`config.mk`:
```
export PLATFORM = sky130hd
export DESIGN_NAME = bts_front
export DESIGN_NICKNAME = d
export VERILOG_FILES = /design/src/hdl/bts_pkg.sv /design/src/hdl/bts_front.sv
export SDC_FILE = /design/constraint.sdc
export NUM_CORES = 1
export LEC_CHECK = 0
export BUFFER_PORTS_ARGS = -buffer_cell sky130_fd_sc_hd__clkbuf_2
export CAP_MARGIN = 20
export CORE_UTILIZATION = 40
export CTS_CLUSTER_SIZE = 8
export DETAILED_ROUTE_END_ITERATION = 10
export GPL_ROUTABILITY_DRIVEN = 0
export GPL_TIMING_DRIVEN = 0
export HOLD_SLACK_MARGIN = 0.06
export PLACE_DENSITY = 0.66
export SLEW_MARGIN = 20
export SYNTH_ARGS = -nofsm -noshare
export SYNTH_HDL_FRONTEND = slang
export SYNTH_SLANG_ARGS = --single-unit
```
`constraint.sdc`:
```
create_clock -name clk -period 16.6 [get_ports clk]
set_input_delay 0.83 -clock clk [delete_from_list [all_inputs] [get_ports clk]]
set_output_delay 0.83 -clock clk [all_outputs]
set_load 0.01 [all_outputs]
```
`src/hdl/bts_pkg.sv`:
```
// Shared types and constants of the bilinear texture sampler.
package bts_pkg;

  localparam int CHAN_BITS  = 16;
  localparam int FRAC_BITS  = 16;
  localparam int SIZE_BITS  = 9;
  localparam int POS_BITS   = 8;
  localparam int BASE_BITS  = 17;
  localparam int TEXEL_BITS = 3 * CHAN_BITS;
  localparam int S_DATA_BITS = 136;
  localparam int M_DATA_BITS = TEXEL_BITS;
  localparam int ACC_BITS   = 48;
  localparam int WT_BITS    = 34;

  localparam logic CFG_TEX_WIDTH  = 1'b0;
  localparam logic CFG_TEX_HEIGHT = 1'b1;

  typedef enum logic {
    OP_WRITE  = 1'b0,
    OP_SAMPLE = 1'b1
  } op_t;

  typedef struct packed {
    op_t                    op;
    logic                   wr_ok;
    logic [15:0]            index;
    logic [TEXEL_BITS-1:0]  rgb;
    logic [BASE_BITS-1:0]   base;
    logic [SIZE_BITS-1:0]   width;
    logic [FRAC_BITS-1:0]   w1x;
    logic [FRAC_BITS-1:0]   w1y;
  } entry_t;

endpackage

```
`src/hdl/bts_front.sv`:
```
// Input stage: takes transactions, wraps and scales coordinates, forms corner and weights.
module bts_front #(
  parameter int TEXEL_COUNT = 65536
) (
  input  logic                                 clk,
  input  logic                                 rst,
  input  logic                                 s_tvalid,
  output logic                                 s_tready,
  input  logic [bts_pkg::S_DATA_BITS-1:0]      s_tdata,
  input  logic                                 s_tuser,
  input  logic [bts_pkg::SIZE_BITS-1:0]        size_w,
  input  logic [bts_pkg::SIZE_BITS-1:0]        size_h,
  input  logic                                 full,
  output logic                                 push,
  output bts_pkg::entry_t                      entry
);
  import bts_pkg::*;

  logic                   s1_valid;
  op_t                    s1_op;
  logic [15:0]            s1_index;
  logic [TEXEL_BITS-1:0]  s1_rgb;
  logic [23:0]            s1_scaled_x;
  logic [23:0]            s1_scaled_y;

  logic [FRAC_BITS-1:0]   frac_u;
  logic [FRAC_BITS-1:0]   frac_v;
  logic [POS_BITS-1:0]    wm1;
  logic [POS_BITS-1:0]    hm1;
  logic [POS_BITS-1:0]    hi_x;
  logic [POS_BITS-1:0]    hi_y;
  logic [POS_BITS-1:0]    px;
  logic [POS_BITS-1:0]    py;
  logic [31:0]            idx_wide;

  assign s_tready = !s1_valid || !full;
  assign push     = s1_valid && !full;

  assign frac_u = s_tdata[79:64];
  assign frac_v = s_tdata[128] ? FRAC_BITS'(16'd0 - s_tdata[111:96]) : s_tdata[111:96];
  assign wm1    = POS_BITS'(size_w - SIZE_BITS'(1));
  assign hm1    = POS_BITS'(size_h - SIZE_BITS'(1));

  always_ff @(posedge clk) begin
    if (rst) begin
      s1_valid <= 1'b0;
    end else if (s_tvalid && s_tready) begin
      s1_valid    <= 1'b1;
      s1_op       <= op_t'(s_tuser);
      s1_index    <= s_tdata[15:0];
      s1_rgb      <= s_tdata[63:16];
      s1_scaled_x <= frac_u * wm1;
      s1_scaled_y <= frac_v * hm1;
    end else if (push) begin
      s1_valid <= 1'b0;
    end
  end

  assign hi_x     = (size_w >= SIZE_BITS'(2)) ? POS_BITS'(size_w - SIZE_BITS'(2)) : '0;
  assign hi_y     = (size_h >= SIZE_BITS'(2)) ? POS_BITS'(size_h - SIZE_BITS'(2)) : '0;
  assign px       = (s1_scaled_x[23:16] > hi_x) ? hi_x : s1_scaled_x[23:16];
  assign py       = (s1_scaled_y[23:16] > hi_y) ? hi_y : s1_scaled_y[23:16];
  assign idx_wide = 32'(s1_index);

  always_comb begin
    entry.op    = s1_op;
    entry.wr_ok = idx_wide < 32'(TEXEL_COUNT);
    entry.index = s1_index;
    entry.rgb   = s1_rgb;
    entry.base  = BASE_BITS'(py) * BASE_BITS'(size_w) + BASE_BITS'(px);
    entry.width = size_w;
    entry.w1x   = s1_scaled_x[15:0];
    entry.w1y   = s1_scaled_y[15:0];
  end

endmodule

```
* Word-level counts from Yosys, hierarchy flattened *
Index checks and enable logic that the tools add are counted.

word-level totals
  logic and storage cells = 35
  input bits = 159
  register bits = 114

cells by class
  multiplexer cells = 7
  bitwise logic cells = 1
  add/sub/neg operators = 6
  multipliers = 3
  magnitude comparators = 5
  reduce and logical (&&, ||, !) cells = 7

operators by type and width
  operator                 count
  $mul A16 B8 Y24          2
  $mux W8                  4
  $ge A9 B2 Y1 const B     2
  $add A17 B8 Y17          1
  $lt A16 B17 Y1 const B   1
  $mul A8 B9 Y17           1
  $gt A8 B8 Y1             2
  $mux W16                 1
  $sub A1 B16 Y16 const A  1
  $sub A8 B1 Y8 const B    2
  $sub A8 B2 Y8 const B    2
  $logic_and A1 B1 Y1      2
  $logic_not A1 Y1         2
  $mux W1                  2
  $reduce_and A2 Y1        1
  $reduce_bool A2 Y1       1
  $logic_or A1 B1 Y1       1
  $not A1 Y1               1

* Logic depth before layout (Yosys ltp) *
  depth in word-level cells = 6
  depth in mapped cells = 32

* Worst setup path before layout *
No wires, ideal clock.

  path kind = in2out
  from = input port size_h[2] (netlist name)
  to = output port entry[56] (netlist name)
  required time = 15.770 ns
  data arrival time = 7.372 ns
  path slack = 8.398 ns
  buffers on the path = 1
  stages = 29
  cells stage by stage = clkbuf_1 > inv_1 > ha_1 > nand2b_4 > or4_4 > nor3b_4 > nor2_1 > inv_1 > ha_1 > a21o_1 > a21o_1 > a21oi_1 > o21ai_0 > nand2_1 > mux2i_1 > nand2_1 > fa_1 > fa_1 > inv_1 > fa_1 > inv_1 > fa_1 > inv_1 > ha_1 > nand2_1 > o21ai_0 > o41a_1 > a211o_1 > xor2_1

RTL lines
  item             RTL line         source
  start, declared  bts_front.sv:12  input logic [bts_pkg::SIZE_BITS-1:0] size_h,
  end, declared    bts_front.sv:15  output bts_pkg::entry_t entry

==> qor.csv <==
metric,value,unit
rsz0062_at_grt,no,
num_vias,11500,
slowest_stage,mux2i_1,
cap_violations,0,
syn_area,15500,µm²
slew_violations,0,
post_cts_resized,0,
core,37900,µm²
ctsHtreeMaxLevel,4,
fin_nets,2383,
drt_iter0_markers,527,
cts_hold_buffers,0,
grt_first_pass_wirelength,57300,µm
cts.clk_slew.worst_paths,60,ps
regArea,3410,µm²
wl_per_cell,14.7,µm
synth_xor_area_share,5.31,%
grt_pass1_vias,11600,
max_slew_margin,32.3,%
synth_top_flop_cell,edfxtp_1,
synth.area.top_cells,"fa_1, edfxtp_1, ha_1",
row_count,71,
yosys_register_bits,114,
syn_avg_cell_area,9.72,µm²
insertion_delay,420,ps
yosysTopAreaCell,fa_1,
status,"complete, no violations",
hold_viol,0,
grt_usage,18.4,%
tightest_slew,1010,ps
postRouteAntennaNets,0,
cp.required,15770,ps
wirelength,35000,µm
cpMostUsedCell,inv_1,
yosysMostFrequentCell,inv_1,
ys_seq_area_share,22.0,%
root_buffer,clkbuf_16,
post-route-util,47.5,%
synth.distinct_cells,64,
grt_antenna_before_repair,0,
area_growth,16.2,%
io_pins,285,
fill_cells,3544,
num_antenna_cells,0,
start_kind,input pin,
cts_tree,done,
drt_pre_antenna_iters,6,
endpoint_kind,output pin,
cts_max_path_buffers,2,
min_period,9420,ps
die_w,199,µm
crit_fanout,11,
crit_type,input pin to output pin,
timing.final.crit_share,56.7,%
multi_input_area,10600,µm²
layout_setup_ws,7180,ps
hpwlAfterDp,29300,µm
cts_buffers,17,
worstHoldPathCells,2,
critical_path_arrival,8590,ps
synth_compound_area_share,6.44,%
grt-ovfl-total,0,
drive_gt1_share,18.2,%
io_buffers,238,
fin_skew,13.4,ps
yosysWarnings,0,
avgViaCountPerCell,4.85,
r2r_cells,3,
yosys.area.top_type_share,28.1,%
syn_inst,1597,
die_h,199,µm
cp_slowest_stage_delay,690,ps
fmax,106,MHz
hold_path_class,register to register,
place_ws,7100,ps
die_area,39600,µm²
synthMuxAreaShare,1.09,%
setup_violations,0,
synth-edff-count,113,
postCtsSetupRepairBufs,0,
synth-async-reset-ratio,0,%
drc_errors,0,
synthSimpleGateAreaFrac,15.5,%
synth_top_family_by_area,adder cells,
clock_sinks,114,
synth_fa_ha_area_share,40.2,%
synth_nets,2124,
start_util,40.9,%
grt_max_degree,52,
final.setup.tns,0,ps
synth_common_cells,"inv_1, fa_1, nand2_1, ha_1, edfxtp_1",
==> flip-flops by register name, summed over array words and instances, names as in the netlist <==
signal       flops
s1_index        16
s1_rgb          48
s1_scaled_x     24
s1_op            1
s1_scaled_y     24
s1_valid         1
==> final cells by class <==
class	instances	share of cell area (%)
Sequential cell	114	18.9
Tap cell	511	3.55
Inverter	269	5.60
Buffer	78	2.53
Timing Repair Buffer	240	6.91
Multi-Input combinational cell	1136	59.0
Clock inverter	15	1.08
Clock buffer	17	2.36
==> critical path, delay by kind of cell <==
kind | cells | cell delay [ps]
adders and majority gates | 7 | 2980
AOI/OAI and AO/OA | 9 | 1630
buffers and inverters | 8 | 1360
and+or+nand+nor | 4 | 950
muxes | 1 | 690
xor gates and xnor gates | 1 | 150
==> per-layer routing <==
layer | track usage, % | vias up | share of wire (%)
li1 | - | 5545 | -
met1 | 23.6 | 5618 | 43
met2 | 31.8 | 337 | 49
met3 | 2.53 | 41 | 5.3
met4 | 6.32 | 0 | 2.4
met5 | 0 | - | 0
==> layout by cell type, fill, tap and decap left out, types with 8 or more instances in the layout <==
cell | netlist | layout
nand2b_1 | 38 | 38
ha_1 | 150 | 150
inv_1 | 267 | 267
nor2_1 | 96 | 96
nand2_1 | 212 | 212
nand3_1 | 11 | 11
and2_1 | 55 | 55
buf_4 | 43 | 43
a21o_1 | 16 | 16
a21oi_1 | 54 | 54
xnor2_1 | 47 | 47
a211oi_1 | 10 | 10
clkbuf_16 | 0 | 17
xor2_1 | 44 | 44
nor2b_1 | 50 | 50
o21bai_1 | 8 | 8
nor3_1 | 10 | 10
mux2i_1 | 9 | 9
clkbuf_1 | 33 | 33
edfxtp_1 | 113 | 113
clkbuf_2 | 0 | 238
o21ai_0 | 28 | 28
fa_1 | 218 | 218
==> path summary, 6_finish.rpt <==
path                               from                   endpoint  slack, ps
setup / recovery              size_h[0]                  entry[57]       7180
hold / removal    s1_valid$_SDFFE_PP0P_      s1_valid$_SDFFE_PP0P_        510
setup reg to reg  s1_valid$_SDFFE_PP0P_  s1_scaled_x[13]$_DFFE_PP_      15090
hold reg to reg   s1_valid$_SDFFE_PP0P_      s1_valid$_SDFFE_PP0P_        510
==> stage by stage <==
stage	hold WS [ps]	cell area, µm²	instances
6_report	506	18000	2380
5_1_grt	554	18000	2380
4_1_cts	508	18000	2380
3_5_place_dp	489	17400	2348
3_3_place_gp	490	17400	2346
2_1_floorplan	465	15500	1597
==> cells by family after synthesis <==
logic type | count (synthesis)
AOI/OAI and AO/OA | 158
xor gates and xnor gates | 92
adders and majority gates | 368
buffers and inverters | 347
DFF | 114
muxes | 15
other | 1
and+or+nand+nor | 502
Power is not shown: default switching activity piles up to over one toggle a cycle in this logic, so the estimate is an artifact.
