File: src/hdl/bts_pkg.sv
// Shared types and constants of the bilinear texture sampler.
package bts_pkg;

  localparam int CHAN_BITS  = 16;
  localparam int FRAC_BITS  = 16;
  localparam int SIZE_BITS  = 9;
  localparam int POS_BITS   = 8;
  localparam int BASE_BITS  = 17;
  localparam int TEXEL_BITS = 3 * CHAN_BITS;
  localparam int S_DATA_BITS = 136;
  localparam int M_DATA_BITS = TEXEL_BITS;
  localparam int ACC_BITS   = 48;
  localparam int WT_BITS    = 34;

  localparam logic CFG_TEX_WIDTH  = 1'b0;
  localparam logic CFG_TEX_HEIGHT = 1'b1;

  typedef enum logic {
    OP_WRITE  = 1'b0,
    OP_SAMPLE = 1'b1
  } op_t;

  typedef struct packed {
    op_t                    op;
    logic                   wr_ok;
    logic [15:0]            index;
    logic [TEXEL_BITS-1:0]  rgb;
    logic [BASE_BITS-1:0]   base;
    logic [SIZE_BITS-1:0]   width;
    logic [FRAC_BITS-1:0]   w1x;
    logic [FRAC_BITS-1:0]   w1y;
  } entry_t;

endpackage

File: src/hdl/bts_queue.sv
// Short FIFO between the input stage and the filter engine.
module bts_queue #(
  parameter int DEPTH = 2
) (
  input  logic            clk,
  input  logic            rst,
  input  logic            push,
  input  bts_pkg::entry_t din,
  input  logic            pop,
  output bts_pkg::entry_t dout,
  output logic            full,
  output logic            empty
);
  import bts_pkg::*;

  localparam int PTR_BITS = (DEPTH > 1) ? $clog2(DEPTH) : 1;
  localparam int CNT_BITS = $clog2(DEPTH + 1);

  entry_t              slots [DEPTH];
  logic [PTR_BITS-1:0] wr_ptr;
  logic [PTR_BITS-1:0] rd_ptr;
  logic [CNT_BITS-1:0] count;

  assign full  = count == CNT_BITS'(DEPTH);
  assign empty = count == '0;
  assign dout  = slots[rd_ptr];

  always_ff @(posedge clk) begin
    if (push) begin
      slots[wr_ptr] <= din;
    end
    if (rst) begin
      wr_ptr <= '0;
      rd_ptr <= '0;
      count  <= '0;
    end else begin
      if (push) begin
        wr_ptr <= (wr_ptr == PTR_BITS'(DEPTH - 1)) ? '0 : wr_ptr + PTR_BITS'(1);
      end
      if (pop) begin
        rd_ptr <= (rd_ptr == PTR_BITS'(DEPTH - 1)) ? '0 : rd_ptr + PTR_BITS'(1);
      end
      if (push && !pop) begin
        count <= count + CNT_BITS'(1);
      end else if (pop && !push) begin
        count <= count - CNT_BITS'(1);
      end
    end
  end

endmodule

File: config.mk
export PLATFORM = sky130hd
export DESIGN_NAME = bts_queue
export DESIGN_NICKNAME = d
export VERILOG_FILES = /design/src/hdl/bts_pkg.sv /design/src/hdl/bts_queue.sv
export SDC_FILE = /design/constraint.sdc
export NUM_CORES = 1
export LEC_CHECK = 0
export ABC_AREA = 1
export BUFFER_PORTS_ARGS = -buffer_cell sky130_fd_sc_hd__buf_2
export CORE_MARGIN = 3
export CORE_UTILIZATION = 40
export DETAILED_ROUTE_END_ITERATION = 8
export PLACE_DENSITY = 0.75
export SLEW_MARGIN = 10
export SYNTH_ARGS = -nofsm -noshare
export SYNTH_HDL_FRONTEND = slang
export SYNTH_SLANG_ARGS = --single-unit
File: constraint.sdc
create_clock -name clk -period 15.5 [get_ports clk]
set_input_delay 2.325 -clock clk [delete_from_list [all_inputs] [get_ports clk]]
set_output_delay 2.325 -clock clk [all_outputs]
set_load 0.01 [all_outputs]
After elaboration in Yosys (flattened, before gate mapping)

Memories as Yosys holds them, arrays and structs flattened. A register that Yosys moved wholly into a read port is not among the register bits.
Cells that the tools add are included.

Logic and storage cells: 23
Register bits after elaboration: 4
Memories kept: 1
Memory bits (writable): 248

Memory list:

| name  | depth | bits a word | read ports | clocked after memory_dff | wr ports | line            | text |
|---|---|---|---|---|---|---|---|
| slots | 2     | 124         | 1          | 1                        | 1        | bts_queue.sv:19 | `entry_t slots [DEPTH];` |

Muxes and demuxes: 8
$add $sub $neg: 4
Equality and inequality tests: 1
Reduce and logical (&&, ||, !) cells: 6

Operator list:

| cell                  | number |
|---|---|
| $mux W1               | 6 |
| $mux W2               | 2 |
| $add A1 B1 Y1 const B | 2 |
| $add A2 B1 Y2 const B | 1 |
| $eq A2 B2 Y1 const B  | 1 |
| $logic_and A1 B1 Y1   | 2 |
| $logic_not A1 Y1      | 2 |
| $logic_not A2 Y1      | 1 |
| $reduce_bool A2 Y1    | 1 |
| $sub A2 B1 Y2 const B | 1 |

Logic depth before layout (Yosys ltp)

Gate-level depths: netlist of the first run.

Depth after elaboration: 4
Depth in mapped cells: 8
Depth with buffers taken out: 8

Least setup slack after synthesis of the first run

Ideal clock, no wire load.

Kind: input port to flip-flop
Start point: input port push
End point: memory slots[0][0] (netlist name) (enable)
Required time: 14.888 ns
Cell stages on the path: 2
Path slack: 7.336 ns
Arrival time: 7.552 ns
Library setup time: 0.612 ns
Cell sequence: inv_1 -> nor2_1

Cells in the longest elaborated chain, start to end: 2

RTL lines:

| element                       | line            | text |
|---|---|---|
| from (decl)                   | bts_queue.sv:7  | `input logic push,` |
| $mux W1                       | bts_queue.sv:29 | `if (push) begin` |
| $mux W1 (not written as such) | bts_queue.sv:30 | `slots[wr_ptr] <= din;` |
| to (decl)                     | bts_queue.sv:19 |  |

Every way passes these cells.

==> results of run 1 <==
[worst max-delay path: cells and delay by family (launching register included)]
kind	cells	cell delay, ns
multiplexers	1	0.43
buffers and inverters	2	0.83
flip-flops	1	0.63
[layout make-up]
class / instances / area (µm²) / area share
sequential: 253 / 7550 / 0.631
multi-input combinational: 143 / 1720 / 0.144
timing repair buffer: 258 / 1300 / 0.109
clock buffer: 31 / 691 / 0.0577
tap: 313 / 392 / 0.0327
clock inverter: 17 / 268 / 0.0224
inverter: 9 / 36.3 / 0.00303
antenna: 1 / 2.50 / 0.000209
[worst max path at each step]
stage,slack (ns),from,endpoint
after floorplan,7.34,push,slots[0][0]
after global placement,11.03,push,slots[1][37]
after global routing,10.55,flip-flop,dout[23]
final,10.70,flip-flop,dout[23]
after CTS,10.62,flip-flop,dout[23]
after detailed placement,11.04,push,slots[1][34]
[synthesized netlist by cell type]
master,instances
nand2_1,5
nand3_1,1
mux2_2,64
inv_1,9
xnor2_1,1
edfxtp_1,248
buf_2,6
a21oi_1,1
dfxtp_1,5
buf_6,8
nor2_1,7
nand4_1,1
o21ai_0,1
nor3_1,1
mux2_4,60
ha_1,1
[power by group]
part | switching, W | total [W] | internal (W)
logic | 0.0000811 | 0.000161 | 0.0000798
clock network | 0.000244 | 0.000679 | 0.000435
registers | 0.0000115 | 0.000804 | 0.000793
total | 0.000337 | 0.00164 | 0.00131
[cell usage in the layout (no fill, tap or decap), drive strengths merged]
cell type and instances:
ha 1, dfxtp 5, clkinv 8, buf 258, nor2 7, clkbuf 31, o21ai 1, edfxtp 248
xnor2 1, nand4 1, clkinvlp 1, nor3 1, nand3 1, nand2 5, inv 10, bufinv 7
diode 1, mux2 124, a21oi 1
[through the flow]
step                      area (µm²)  instances  hold slack, ns  total power, W
after floorplan                 9420        419           0.480        0.000919
after global placement         11000        976           0.498        0.000978
after detailed placement       11000        976           0.514        0.000983
after CTS                      12000       1024           0.528         0.00166
after global routing           12000       1025           0.570         0.00171
final                          12000       1025           0.524         0.00164
[state kept, by name, indices dropped and copies added (netlist names), named ones only]
| register | cells |
|---|---|
| slots | 248 |
| rd_ptr | 1 |
| count | 2 |
| wr_ptr | 1 |
[cell families after synthesis]
kind of cell / count (synthesis)
xor gates and xnor gates: 1
and+or+nand+nor: 15
adders and majority gates: 1
AOI/OAI and AO/OA: 2
buffers and inverters: 23
muxes: 124
DFF: 253
[layer usage]
layer	vias up	global-route usage	part of all wire
met5	-	0	0.00093
met2	189	0.213	0.48
met3	39	0.0393	0.070
met1	2313	0.165	0.42
met4	4	0.0446	0.033
li1	2206	-	-
==> metrics.md, run 1 <==
| Metric | Value |
|---|---|
| Total gr overflow | 0 |
| Post-Synthesis Cells | 419 |
| Fin. Hold Viols | 0 |
| Hold path start | count[0] |
| Post-synthesis cell type count | 16 |
| Synth Area in Adders | 0.00133 |
| Worst reg-to-reg setup slack | 13.13 ns |
| CTS Sinks | 253 |
| Number of buffers inserted by port buffering | 253 |
| P per Cell Area | 137 nW/µm² |
| Tcrit/Tclk final | 0.309 |
| Slew HR | 0.402 |
| Residual DRC | 0 |
| Clock tree root buffer cell | clkbuf_16 |
| Multiplexer area fraction after synthesis | 0.172 |
| Die W | 159 µm |
| Share of the synthesized area in the top cell type | 0.791 |
| Buffers inserted by post-CTS timing repair | 0 |
| Top cells by area, synth | edfxtp_1 79%, mux2_4 9.6%, mux2_2 7.7%, dfxtp_1 1.1%, buf_6 0.96% |
| First-pass GRT wire length | 26500 µm |
| CP cell instances | buf_4, mux2_2, buf_2 |
| # setup viols final | 0 |
| Core area | 22900 µm² |
| Worst R2R End | slots[1][32] |
| Max_cap viols | 0 |
| CP max FO | 51 |
| Routability cong. | 0.720 |
| Hold Path Depth | 2 |
| Core Rows | 55 |
| Warnings from Yosys | 0 |
| Vias in the first global route | 4952 |
| Vias per inst | 4.64 |
| Initial antenna violation count | 3 |
| FF+latch count, synth | 253 |
| Fmax | 208 MHz |
| Sum Neg Setup Slack | 0 ns |
| Ratio of cells with drive above 1 in the final layout | 0.601 |
| Final worst slack | 10.70 ns |
| DIE AREA | 25400 µm² |
| Post-Syn Area | 9420 µm² |
| CTS max path bufs | 3 |
| Measured slew at the worst slew-check pin | 0.897 ns |
| Htree depth | 1 |
| Max Slew Vio Count | 0 |
| TritonCTS clock tree | done |
| Utilization after layout | 0.522 |
| Remaining antenna violation count after routing | 0 |
| Status | completed |
| Critical path class | flip-flop to primary output |
| Worst Path Arrival | 2.47 ns |
| Xor/xnor cell area share of the yosys netlist | 0.000930 |
| Simple-Gate Fraction of Synth Area | 0.00651 |
| Crit start category | flip-flop |
| R2R Path Start | wr_ptr |
| Worst Hold End | count[0] |
| Worst stage delay on the critical path | 0.69 ns |
| DR WL/cell | 16.9 µm |
| Iter 0 DRT Violations | 210 |
| Static Leak | 4.63 nW |
| Clock-pin slew on the worst setup and hold paths | 0.06 ns |
| Syn_area_per_cell | 22.5 µm² |
| Largest net degree at the start of global routing | 66 |
| Final period demand of the worst path | 4.80 ns |
| Synth Area in Compound Gates | 0.00106 |
| R2R depth | 3 |
| Num CTS Buffers | 26 |
| Clk Latency, worst-skew pair | 0.51 ns |
| Mapped Nets | 548 |
| Initial Utilization | 0.411 |
| Hold buffers post-CTS | 0 |
| TritonRoute pass-1 iters | 4 |
| Critical-path top delay cell | buf_4 |
| Hold/Removal Path Class | flip-flop to flip-flop |
| Fillcell total | 1854 |
| Area grow syn2layout | 27.1% |
| Die H | 159 µm |
| RSZ-0062 raised after global routing | no |
| Via count | 4751 |
| I/O pin total | 254 |
| Seq/Total Area, Yosys | 0.802 |
| Final net count | 820 |
| Detailed Place HPWL | 11500 µm |
| Place WS | 11.04 ns |
| Worst Skew | 0.0123 ns |
| Final WL | 17300 µm |
| Leading area contributor after synthesis | edfxtp_1 |
| CP endpoint kind | primary output |
| PostCTS Resize Cnt | 0 |
| Tot GR Track Use | 0.130 |
| Largest family of logic cells by synthesized area | multiplexers |
| Peak supply drop | 0.0960 mV |
| CP required | 13.18 ns |
(Power assumes the default switching activity.)
==> inputs of run 2 (changes only) <==
==> constraint.sdc (replaced) <==
create_clock -name clk -period 4.7 [get_ports clk]
set_input_delay 0.705 -clock clk [delete_from_list [all_inputs] [get_ports clk]]
set_output_delay 0.705 -clock clk [all_outputs]
set_load 0.01 [all_outputs]
==> run 2 against run 1 <==
Against the previous run:
- sequential share of layout area is 0.73 points higher
- power increased to 3.1 times the previous value
- non-clock buffer count unchanged
- register-to-register slack got worse by 10 ns
- global-route usage is 0.095 points higher
- clock skew decreased by 0.0064 ns
- sequential power rose to 3.3 times the previous value
- final cell count down 0.29%
- largest power group unchanged
- highest routed layer is now met4
==> metrics.md, run 2 (synthesized netlist as in run 1, its figures left out) <==
| Metric | Value |
|---|---|
| CP max FO | 41 |
| Worst R2R End | slots[0][102] |
| Post-route cell area | 11800 µm² |
| Ratio of cells with drive above 1 in the final layout | 0.589 |
| Max_cap viols | 0 |
| Initial Utilization | 0.411 |
| Final WL | 17300 µm |
| Via count | 4721 |
| Crit start category | flip-flop |
| Worst Skew | 0.00590 ns |
| Commonest non-fill, non-tap cell in the layout | buf_2 |
| Largest registers | slots: 248 flops, count: 2 flops |
| Largest Register | slots |
| Total gr overflow | 0 |
| Tcrit/Tclk final | 0.656 |
| Core Rows | 55 |
| Area grow syn2layout | 25.6% |
| Layer with the highest usage | met2 |
| Largest net degree at the start of global routing | 68 |
| Hold path start | din[92] |
| Final period demand of the worst path | 3.08 ns |
| CP endpoint kind | primary output |
| Measured slew at the worst slew-check pin | 0.817 ns |
| Max Slew Vio Count | 0 |
| Final worst slack | 1.62 ns |
| Met2 Use GR | 0.223 |
| Vias per inst | 4.62 |
| CP required | 3.99 ns |
| R2R Path Start | wr_ptr |
| Most frequent cells in the layout | 253 x buf_2, 248 x edfxtp_1, 64 x mux2_2 |
| Met3 Track Usage GR | 0.0419 |
| Initial antenna violation count | 1 |
| Sum Neg Setup Slack | 0 ns |
| Met1 usage | 0.161 |
| Number of buffers inserted by port buffering | 253 |
| Buffers inserted by post-CTS timing repair | 0 |
| Static Leak | 4.56 nW |
| Num CTS Buffers | 25 |
| Vias in the first global route | 4899 |
| Fmax | 324 MHz |
| PostCTS Resize Cnt | 0 |
| Tot GR Track Use | 0.131 |
| Iter 0 DRT Violations | 250 |
| Htree depth | 1 |
| DIE AREA | 25400 µm² |
| Routability cong. | 0.755 |
| Hold/Removal Path Class | input port to flip-flop |
| Worst Path Arrival | 2.38 ns |
| # setup viols final | 0 |
| CTS max path bufs | 3 |
| DR WL/cell | 16.9 µm |
| TritonCTS clock tree | done |
| Place WS | 2.11 ns |
| Slew HR | 0.454 |
| Hold buffers post-CTS | 0 |
| Final net count | 819 |
| Max reg flops | 248 |
| Detailed Place HPWL | 11600 µm |
| Peak supply drop | 0.337 mV |
| Clock tree root buffer cell | clkbuf_16 |
| Residual DRC | 0 |
| Clock-pin slew on the worst setup and hold paths | 0.06 ns |
| Critical path class | flip-flop to primary output |
| Clk Latency, worst-skew pair | 0.50 ns |
| P per Cell Area | 430 nW/µm² |
| Status | completed |
| Remaining antenna violation count after routing | 0 |
| Die W | 159 µm |
| Core area | 22900 µm² |
| Worst reg-to-reg setup slack | 2.78 ns |
| Die H | 159 µm |
| TritonRoute pass-1 iters | 4 |
| I/O pin total | 254 |
| Fillcell total | 1864 |
| R2R depth | 2 |
| Placed cell area | 11000 µm² |
| CTS Sinks | 253 |
| RSZ-0062 raised after global routing | no |
| First-pass GRT wire length | 26700 µm |
| Fin. Hold Viols | 0 |
| CP Capture Point | dout[62] |
## run 2: cell count changes in the layout (fill, tap and decap cells not counted), sizes merged
cell and change:
clkinv +3, clkinvlp -1, inv -1, bufinv -4
## run 2: worst min-delay path by stage
stage          cells past startpoint             to
2_1_floorplan                      2      flip-flop
3_3_place_gp                       2      flip-flop
3_5_place_dp                       2      flip-flop
4_1_cts                            1   slots[0][79]
5_1_grt                            1  slots[0][101]
6_report                           1   slots[1][92]
## run 2: final cells by class
type                            instances  area (µm²)  share of cell area
Clock inverter                         14         136              0.0115
Antenna cell                            1        2.50            0.000212
Sequential cell                       253        7550               0.638
Inverter                                9        36.3             0.00307
Tap cell                              313         392              0.0331
Timing Repair Buffer                  258        1340               0.113
Clock buffer                           31         648              0.0548
Multi-Input combinational cell        143        1720               0.146
## run 2: worst max-delay path, stage by stage (launching register included)
cell	delay [ns]
dfxtp_4	0.74
buf_4	0.58
mux2_4	0.35
buf_2	0.14
## run 2: power breakdown
part / total (W) / leakage [nW] / switching [W] / internal [W]
sequential: 0.00266 / 2.37 / 0.0000445 / 0.00261
combinational: 0.000525 / 1.81 / 0.000257 / 0.000267
clock: 0.00191 / 0.384 / 0.000770 / 0.00114
total: 0.00509 / 4.56 / 0.00107 / 0.00402
## run 2: through the flow
| step | instances | hold WS [ns] | util | power [W] |
|---|---|---|---|---|
| 3_5_place_dp | 976 | 0.500 | 0.482 | 0.00324 |
| 4_1_cts | 1021 | 0.356 | 0.516 | 0.00516 |
| 3_3_place_gp | 976 | 0.496 | 0.482 | 0.00323 |
| 5_1_grt | 1022 | 0.357 | 0.516 | 0.00530 |
| 6_report | 1022 | 0.385 | 0.516 | 0.00509 |
| 2_1_floorplan | 419 | 0.480 | - | 0.00303 |
## run 2: layer usage
metal / part of all wire / wire length [µm]
met4: 0.022 / 382
met3: 0.086 / 1490
met2: 0.49 / 8540
met5: 0 / 0
met1: 0.40 / 6880
==> inputs of run 3 (changes only) <==
--- a/config.mk
+++ b/config.mk
@@ -5,12 +5,12 @@
 export SDC_FILE = /design/constraint.sdc
 export NUM_CORES = 1
 export LEC_CHECK = 0
-export ABC_AREA = 1
+export ABC_AREA = 0
 export BUFFER_PORTS_ARGS = -buffer_cell sky130_fd_sc_hd__buf_2
 export CORE_MARGIN = 3
 export CORE_UTILIZATION = 40
 export DETAILED_ROUTE_END_ITERATION = 8
-export PLACE_DENSITY = 0.75
+export PLACE_DENSITY = 0.77
 export SLEW_MARGIN = 10
 export SYNTH_ARGS = -nofsm -noshare
 export SYNTH_HDL_FRONTEND = slang
==> constraint.sdc (replaced) <==
create_clock -name clk -period 2.7 [get_ports clk]
set_input_delay 0.405 -clock clk [delete_from_list [all_inputs] [get_ports clk]]
set_output_delay 0.405 -clock clk [all_outputs]
set_load 0.01 [all_outputs]
==> run 3 against run 2 <==
Against the previous run:
- clock skew increased by 0.0082 ns
- routed wire length is 1.4% lower
- clock-buffer cell count did not move
- cell area increased by 1.0%
- register-to-register slack got worse by 1.7 ns
- sequential cell count unchanged
- setup slack worse by 1.3 ns
- sequential share of layout area shrank 0.63 points
- largest power group unchanged
==> metrics.md, run 3 <==
| Metric | Value |
|---|---|
| TritonCTS clock tree | done |
| Hold buffers post-CTS | 0 |
| Measured slew at the worst slew-check pin | 0.716 ns |
| Largest registers | slots: 248 flops, count: 2 flops |
| Fillcell total | 1863 |
| Final WL | 17100 µm |
| Area grow syn2layout | 27.2% |
| Vias in the first global route | 4999 |
| Xor/xnor cell area share of the yosys netlist | 0.00373 |
| Post-Synthesis Cells | 408 |
| Hold Slack | 0.0737 ns |
| CTS Sinks | 253 |
| PostCTS Resize Cnt | 0 |
| DR WL/cell | 16.9 µm |
| Worst Skew | 0.0141 ns |
| Num CTS Buffers | 26 |
| Number of buffers inserted by port buffering | 253 |
| Crit start category | flip-flop |
| Synth Area in Adders | 0.00133 |
| Post-Syn Area | 9390 µm² |
| Static Leak | 4.59 nW |
| Peak supply drop | 0.559 mV |
| Synth Flop Type | edfxtp_1 |
| Seq/Total Area, Yosys | 0.803 |
| Slew HR | 0.523 |
| Buffers inserted by post-CTS timing repair | 0 |
| Htree depth | 1 |
| Via count | 4647 |
| Hold Path Depth | 1 |
| Worst reg-to-reg setup slack | 1.13 ns |
| Tot GR Track Use | 0.130 |
| Worst Hold End | slots[0][85] |
| FF/Latch Area | 7550 µm² |
| Largest Register | slots |
| Largest net degree at the start of global routing | 74 |
| # setup viols final | 0 |
| Post-synth ARST share | 0 |
| Count leader, synth | edfxtp_1 |
| Hold/Removal Path Class | input port to flip-flop |
| Utilization after layout | 0.523 |
| Share of the synthesized area in the top cell type | 0.793 |
| Clk Latency, worst-skew pair | 0.51 ns |
| EDFF count, synth | 248 |
| Multi-input logic area | 1730 µm² |
| Status | completed |
| Fin. Hold Viols | 0 |
| P per Cell Area | 780 nW/µm² |
| Ratio of cells with drive above 1 in the final layout | 0.605 |
| First-pass GRT wire length | 26800 µm |
| Most frequent cells in the layout | 253 x buf_2, 248 x edfxtp_1, 64 x mux2_2 |
| Critical path class | flip-flop to primary output |
| I/O pin total | 254 |
| Warnings from Yosys | 0 |
| TritonRoute pass-1 iters | 4 |
| Mapped Nets | 537 |
| Final period demand of the worst path | 2.41 ns |
| CP endpoint kind | primary output |
| Remaining antenna violation count after routing | 0 |
| CP required | 2.30 ns |
| # diodes | 0 |
| R2R Path Start | wr_ptr |
| Clock tree root buffer cell | clkbuf_16 |
| Final net count | 810 |
| Leading area contributor after synthesis | edfxtp_1 |
| Initial Utilization | 0.411 |
| Top cells by area, synth | edfxtp_1 79%, mux2_4 9.6%, mux2_2 7.7%, dfxtp_1 1.1%, buf_6 0.96% |
| Residual DRC | 0 |
| Die H | 159 µm |
| Max_cap viols | 0 |
| RSZ-0062 raised after global routing | no |
| R2R depth | 2 |
| Clock-pin slew on the worst setup and hold paths | 0.06 ns |
| Synth Area in Compound Gates | 0.00107 |
| Worst Path Arrival | 2.00 ns |
| Vias per inst | 4.59 |
| Simple-Gate Fraction of Synth Area | 0.00466 |
| DIE AREA | 25400 µm² |
| Synth top cells by count | 248 x edfxtp_1, 64 x mux2_2, 60 x mux2_4 |
| Post-synthesis cell type count | 16 |
| Core area | 22800 µm² |
| Iter 0 DRT Violations | 194 |
| Core Rows | 55 |
| Max reg flops | 248 |
| CTS max path bufs | 3 |
| Syn_area_per_cell | 23.0 µm² |
| Routability cong. | 0.739 |
| Die W | 159 µm |
| Largest family of logic cells by synthesized area | multiplexers |
| Multiplexer area fraction after synthesis | 0.173 |
| Commonest non-fill, non-tap cell in the layout | buf_2 |
| Total gr overflow | 0 |
| Initial antenna violation count | 2 |
| Worst R2R End | slots[1][50] |
| Fmax | 416 MHz |
| Detailed Place HPWL | 11400 µm |
| Hold path start | din[85] |
| Max Slew Vio Count | 0 |
| CP max FO | 56 |
| FF+latch count, synth | 253 |
| Tcrit/Tclk final | 0.891 |
==> run 3: cell types whose count changed after synthesis, sizes merged <==
cell   change
nand4      -1
and2       +1
nand2      -5
nor2       -2
nor3       -1
or3        +1
nor2b      +2
nand3      -1
xor2       +2
xnor2      +1
inv        -8
==> run 3: how the worst max path moves through the flow <==
stage               from           to  slack (ns)
2_1_floorplan       push  slots[0][0]      -0.002
3_3_place_gp   flip-flop    dout[104]        0.81
3_5_place_dp   flip-flop    dout[104]        0.80
4_1_cts        flip-flop    dout[104]        0.23
5_1_grt        flip-flop    dout[104]        0.19
6_report       flip-flop    dout[109]        0.29
==> run 3: metrics by stage <==
step	total power (W)	instances	instance area, µm²	setup slack, ns	setup TNS [ns]
2_1_floorplan	0.00534	408	9400	-0.00162	-0.201
3_3_place_gp	0.00573	966	11100	0.812	0
3_5_place_dp	0.00575	966	11100	0.804	0
4_1_cts	0.00946	1012	11900	0.231	0
5_1_grt	0.00971	1012	11900	0.190	0
6_report	0.00932	1012	11900	0.295	0
==> run 3: metal layers <==
layer | vias to the layer above | part of all wire | track usage
li1 | 2176 | - | -
met1 | 2236 | 0.39 | 0.158
met2 | 188 | 0.50 | 0.219
met3 | 43 | 0.077 | 0.0450
met4 | 4 | 0.033 | 0.0430
met5 | - | 0.0013 | 0
==> run 3: kinds of logic (layout without fill, tap and decap cells) <==
family,Yosys count,in the layout
flip-flops,253,253
multiplexers,124,124
buffers and inverters,15,306
AND/OR/NAND/NOR,9,9
XOR/XNOR,4,4
AO/OA/AOI/OAI,2,2
adder cells (fa/ha/maj),1,1
==> run 3: layout make-up <==
class / count / share of cell area
Tap cell: 313 / 0.0328
Clock inverter: 15 / 0.0170
Inverter: 1 / 0.000314
Clock buffer: 31 / 0.0578
Timing Repair Buffer: 259 / 0.115
Multi-Input combinational cell: 140 / 0.145
Sequential cell: 253 / 0.632
==> run 3: critical path, cell delays in order (launching register included) <==
cell and delay [ns]:
dfxtp_4 0.52, buf_12 0.37, mux2_2 0.38, buf_2 0.14
==> run 3: where the power goes <==
group | switching [W] | leakage (nW) | internal [W]
sequential | 0.0000680 | 2.37 | 0.00458
combinational | 0.000498 | 1.79 | 0.000500
clock | 0.00138 | 0.434 | 0.00229
total | 0.00194 | 4.59 | 0.00738
